<file path="src/sv/soa_pkg.sv">
`timescale 1ns / 1ps
// ----------------------------------------------------------------------------
// soa_pkg
// Shared types and constants of the slab object allocator.
// ----------------------------------------------------------------------------
package soa_pkg;

    localparam int ADDR_W = 48;
    localparam int SIZE_W = 13;
    localparam int STAT_W = 3;

    localparam logic [STAT_W-1:0] ST_OK       = 3'd0;
    localparam logic [STAT_W-1:0] ST_REFUSED  = 3'd1;
    localparam logic [STAT_W-1:0] ST_TOOLARGE = 3'd2;
    localparam logic [STAT_W-1:0] ST_EXHAUST  = 3'd3;
    localparam logic [STAT_W-1:0] ST_IGNORED  = 3'd4;

    localparam logic ACT_ALLOC = 1'b0;
    localparam logic ACT_FREE  = 1'b1;

    localparam int KIND_FULL    = 0;
    localparam int KIND_PARTIAL = 1;
    localparam int KIND_FREE    = 2;

    typedef struct packed {
        logic              action;
        logic [SIZE_W-1:0] request_size;
        logic [ADDR_W-1:0] object_address;
    } t_req;

    typedef struct packed {
        logic [ADDR_W-1:0] granted_address;
        logic [STAT_W-1:0] status;
    } t_rsp;

    typedef enum logic [4:0] {
        S_IDLE, S_ALLOC, S_ALLOC_PICK, S_CLAIM_INIT, S_CLAIM_LINK, S_POP_RD, S_POP,
        S_FREE_CHK, S_FREE_PUSH, S_UNLINK, S_UNLINK2, S_PUSH, S_PUSH2,
        S_ADDR, S_DONE
    } t_state;

endpackage

</file>
<file path="src/sv/soa_if.sv">
`timescale 1ns / 1ps
// ----------------------------------------------------------------------------
// soa_if
// Valid/ready channel carrying one payload.
// ----------------------------------------------------------------------------
interface soa_if #(parameter type T = logic) ();
    logic valid;
    logic ready;
    T     data;
    modport source (output valid, output data, input ready);
    modport sink (input valid, input data, output ready);
endinterface

</file>
<file path="src/sv/soa_front.sv">
`timescale 1ns / 1ps
// ----------------------------------------------------------------------------
// soa_front
// Accepts requests and holds them in a two-entry queue for the engine.
// ----------------------------------------------------------------------------
module soa_front (
    input  logic          i_clk,
    input  logic          i_rst_n,
    soa_if.sink           s_in,
    output logic          o_valid,
    output soa_pkg::t_req o_req,
    input  logic          i_take
);
    import soa_pkg::*;

    t_req       r_q [2];
    logic [1:0] r_cnt;
    logic       r_wp, r_rp;
    logic       w_push, w_pop;

    assign s_in.ready = (r_cnt != 2'd2);
    assign w_push     = s_in.valid && s_in.ready;
    assign w_pop      = i_take && (r_cnt != 2'd0);
    assign o_valid    = (r_cnt != 2'd0);
    assign o_req      = r_q[r_rp];

    always_ff @(posedge i_clk) begin
        if (w_push) begin
            r_q[r_wp] <= s_in.data;
        end
        if (!i_rst_n) begin
            r_cnt <= '0;
            r_wp  <= 1'b0;
            r_rp  <= 1'b0;
        end else begin
            if (w_push) r_wp <= ~r_wp;
            if (w_pop) r_rp <= ~r_rp;
            r_cnt <= r_cnt + {1'b0, w_push} - {1'b0, w_pop};
        end
    end
endmodule

</file>
<file path="src/flat_wrapper.sv">
// flat-port wrapper written by rule: the top's interface ports become plain ports
module soa_front_flat import soa_pkg::*;
  (i_clk, i_rst_n, o_valid, o_req, i_take, s_in_valid, s_in_data, s_in_ready);
  soa_if s_in_i ();
  input  logic i_clk;
  input  logic i_rst_n;
  output logic o_valid;
  output soa_pkg::t_req o_req;
  input  logic i_take;
  input wire logic [$bits(s_in_i.valid)-1:0] s_in_valid;
  input wire logic [$bits(s_in_i.data)-1:0] s_in_data;
  output wire logic [$bits(s_in_i.ready)-1:0] s_in_ready;
  assign s_in_i.valid = s_in_valid;
  assign s_in_i.data = s_in_data;
  assign s_in_ready = s_in_i.ready;
  soa_front u_core (.i_clk(i_clk), .i_rst_n(i_rst_n), .s_in(s_in_i), .o_valid(o_valid), .o_req(o_req), .i_take(i_take));
endmodule
</file>
<file path="config.mk">
export PLATFORM = sky130hd
export DESIGN_NAME = soa_front_flat
export DESIGN_NICKNAME = d
export VERILOG_FILES = /design/src/sv/soa_pkg.sv /design/src/sv/soa_if.sv /design/src/sv/soa_front.sv /design/src/flat_wrapper.sv
export SDC_FILE = /design/constraint.sdc
export NUM_CORES = 1
export LEC_CHECK = 0
export BUFFER_PORTS_ARGS = -buffer_cell sky130_fd_sc_hd__buf_4
export CAP_MARGIN = 15
export CORE_ASPECT_RATIO = 0.6
export CORE_MARGIN = 2
export CORE_UTILIZATION = 25
export DETAILED_ROUTE_END_ITERATION = 6
export GPL_ROUTABILITY_DRIVEN = 0
export HOLD_SLACK_MARGIN = 0.05
export PLACE_DENSITY = 0.61
export REMOVE_ABC_BUFFERS = 1
export SLEW_MARGIN = 20
export SYNTH_ARGS = -nofsm -noshare
export SYNTH_HDL_FRONTEND = slang
export SYNTH_SLANG_ARGS = --single-unit
</file>
<file path="constraint.sdc">
create_clock -name i_clk -period 3.6 [get_ports i_clk]
set_input_delay 0.72 -clock i_clk [delete_from_list [all_inputs] [get_ports i_clk]]
set_output_delay 0.72 -clock i_clk [all_outputs]
set_load 0.05 [all_outputs]
</file>
==> qor.csv <==
stage,metric,value,unit
global_route,first_global_vias,216,
critical_path,crit_type,reg2out,
worst_hold_path,hold_path.class,reg2reg,
floorplanning,floorplan.initialDensity,26.5,%
global_route,grt_start_max_net_pins,5,
critical_path,cp_data_arrival_time,1.04,ns
finish,area.sequential,160,sq um
logic_synthesis,synth_edf_count,2,
global_route,grt_overflow,0,
logic_synthesis,number_of_synthesized_register_bits,7,
timing,tns,0,ns
critical_path,worst-path-max-fanout,1,
timing,min_period,1.76,ns
critical_path,worst-path-buf-inv,1,
finish,multi_input_comb_area,368,sq um
routing,drt_first_iter_violations,19,
critical_path,crit_path_top_delay_cell,sky130_fd_sc_hd__mux2_2,
logic_synthesis,synth_area_per_cell,8.48,sq um
logic_synthesis,yosysWarnings,0,
finish,fin_nets,109,
timing,rsz_0062_raised_after_global_routing,false,
logic_synthesis,synth_largest_type_area_fraction,59.3,%
routing,ant_nets,0,
floorplanning,io_pins,69,
finish,layoutNonFillerInstCount,143,
finish,mostFrequentLayoutCell,sky130_fd_sc_hd__conb_1,
timing,max_freq,569,MHz
global_route,grt_antenna_before_repair,0,
power,power_density,746,mW/mm^2
cts,cts.root.buffer_cell,sky130_fd_sc_hd__clkbuf_8,
timing,fin_worst_skew,0.00209,ns
logic_synthesis,syn-cell-area,772,sq um
routing,route.vias.total,354,
timing,hold_viol_final,0,
routing,drc_errors,0,
finish,final_core_utilization,23.7,%
routing,routed_wire_length_per_instance,5.36,microns
routing,routed_wirelength,766,microns
cts,clock_insertion_delay_worst_skew,0.22,ns
cts,tritoncts,done,
timing,timing_max_transition_violations_final,0,
floorplanning,floorplan.rows,15,
cts,cts-root-to-sink-buffers,2,
critical_path,cp_slowest_stage_delay,0.32,ns
power,leak_pwr,0.393,nW
cts,clkSinkCount,7,
global_route,grt_use_total,3.85,%
status,status,"finished, final reports clean",
floorplanning,core,0.00291,sq mm
critical_path,worst-endpoint-required,2.88,ns
cts,postCtsSetupRepairBufs,0,
timing,layout_worst_path_cycle_share,48.8,%
place,io_buffers,7,
finish,commonest_cells_after_routing_fill_and_taps_aside,"61 x sky130_fd_sc_hd__conb_1, 7 x sky130_fd_sc_hd__buf_4, 5 x sky130_fd_sc_hd__dfxtp_1",
global_route,first_pass_grt_wire_length,848,microns
logic_synthesis,synth.yosys.seq_area_share,20.7,%
finish,n_fill_cell,322,
place,hpwl,700,microns
logic_synthesis,async_sr_flop_fraction,0,%
cts,cts_resized,0,
routing,pre_antenna_drt_iters,2,
floorplanning,die_height,47.0,microns
cts,cts.clk_slew.worst_paths,0.04,ns
timing,setup_viol_count_final,0,
logic_synthesis,netlist_instances,91,
cts,cts_inserted_buffers,3,
logic_synthesis,netlist.top_cell.by_area,sky130_fd_sc_hd__buf_4,
critical_path,path_cells,mux2_2 > buf_4,
place,placement.cell_area,644,sq um
floorplanning,fp.dieArea,0.00356,sq mm
cts,cts_hold_bufs,0,
finish,synthToLayoutAreaGrowth,-10.7,%
power,irDropWorstVdd,0.115,mV
finish,finish.instance_area,689,sq um
logic_synthesis,synth.area.top_cells,"sky130_fd_sc_hd__buf_4 59%, sky130_fd_sc_hd__dfxtp_1 13%, sky130_fd_sc_hd__edfxtp_1 7.8%",
cts,cts_max_level,1,
critical_path,cp-end-kind,output port,
logic_synthesis,ys_dominant_reg_cell,sky130_fd_sc_hd__dfxtp_1,
finish,fraction_of_layout_instances_using_a_drive_strength_above_1,12.9,%
logic_synthesis,yosysUniqueCellTypes,20,
place,place_inst,139,
job,cap_viol_max_count,0,
critical_path,timing.critical_path.max_delay_family,multiplexers,
finish,n_antenna_cell,0,
critical_path,worst_setup_path_start_kind,flop,
routing,route.detailed.vias_per_inst,2.48,
floorplanning,die_width,75.7,microns
-- path summary, 6_finish.rpt --
kind | to | start | cells after the start | slack, ns
max | o_req[0] | flop | 2 | 1.84
min | u_core.r_wp$_SDFFE_PN0P_ | u_core.r_wp$_SDFFE_PN0P_ | 2 | 0.48
max reg2reg | u_core.r_cnt[1]$_SDFF_PN0_ | u_core.r_cnt[1]$_SDFF_PN0_ | 7 | 2.12
min reg2reg | u_core.r_wp$_SDFFE_PN0P_ | u_core.r_wp$_SDFFE_PN0P_ | 2 | 0.48
-- per-layer routing --
layer  GRT usage [%]  share of wire (%)  vias up
li1                -                  -      177
met1            3.33                 31      160
met2            5.34                 57       15
met3            3.86                9.1        2
met4            3.16                2.5        0
met5               0                  0        -
-- cell usage after synthesis (2+ instances only) --
cell                       number
sky130_fd_sc_hd__buf_4         61
sky130_fd_sc_hd__dfxtp_1        5
sky130_fd_sc_hd__edfxtp_1       2
sky130_fd_sc_hd__ha_1           2
sky130_fd_sc_hd__inv_1          3
sky130_fd_sc_hd__nor2_1         3
sky130_fd_sc_hd__xnor2_1        2
-- logic make-up (layout without fill, tap and decap cells) --
family	after synthesis	in the layout	synth area share (%)
xor gates and xnor gates	3	3	3.40
buffers and inverters	64	14	60.8
other	1	61	0.486
and+or+nand+nor	11	11	8.27
DFF	7	7	20.7
adders and majority gates	2	2	3.24
muxes	1	1	1.46
AOI/OAI and AO/OA	2	2	1.62
-- report_power, final --
| group | leakage, nW | switching (W) | internal (W) |
|---|---|---|---|
| combinational | 0.310 | 0.000225 | 0.0000632 |
| clock | 0.0228 | 0.0000305 | 0.0000763 |
| sequential | 0.0600 | 0.0000136 | 0.000105 |
| total | 0.393 | 0.000269 | 0.000245 |
-- tightest hold or removal path, cell delays in order (launching register included) --
cell                      delay, ns
sky130_fd_sc_hd__dfxtp_1       0.32
sky130_fd_sc_hd__nand2_1       0.06
sky130_fd_sc_hd__o21ai_1       0.05
-- final cells by class --
type	count	share of cell area (%)
clock buffer	4	6.53
multi-input combinational	80	53.4
inverter	3	1.63
sequential	7	23.2
timing repair buffer	7	7.62
tap	42	7.62
-- metrics by stage --
step                total power (W)  setup WS, ns  hold WS [ns]
finish                     0.000514          1.84         0.481
global route               0.000548          1.82         0.561
global placement           0.000409          1.70         0.475
CTS                        0.000519          1.83         0.483
floorplan                  0.000372          1.85         0.445
detailed placement         0.000410          1.69         0.479
Note: power is estimated with default switching activity, not from simulation.
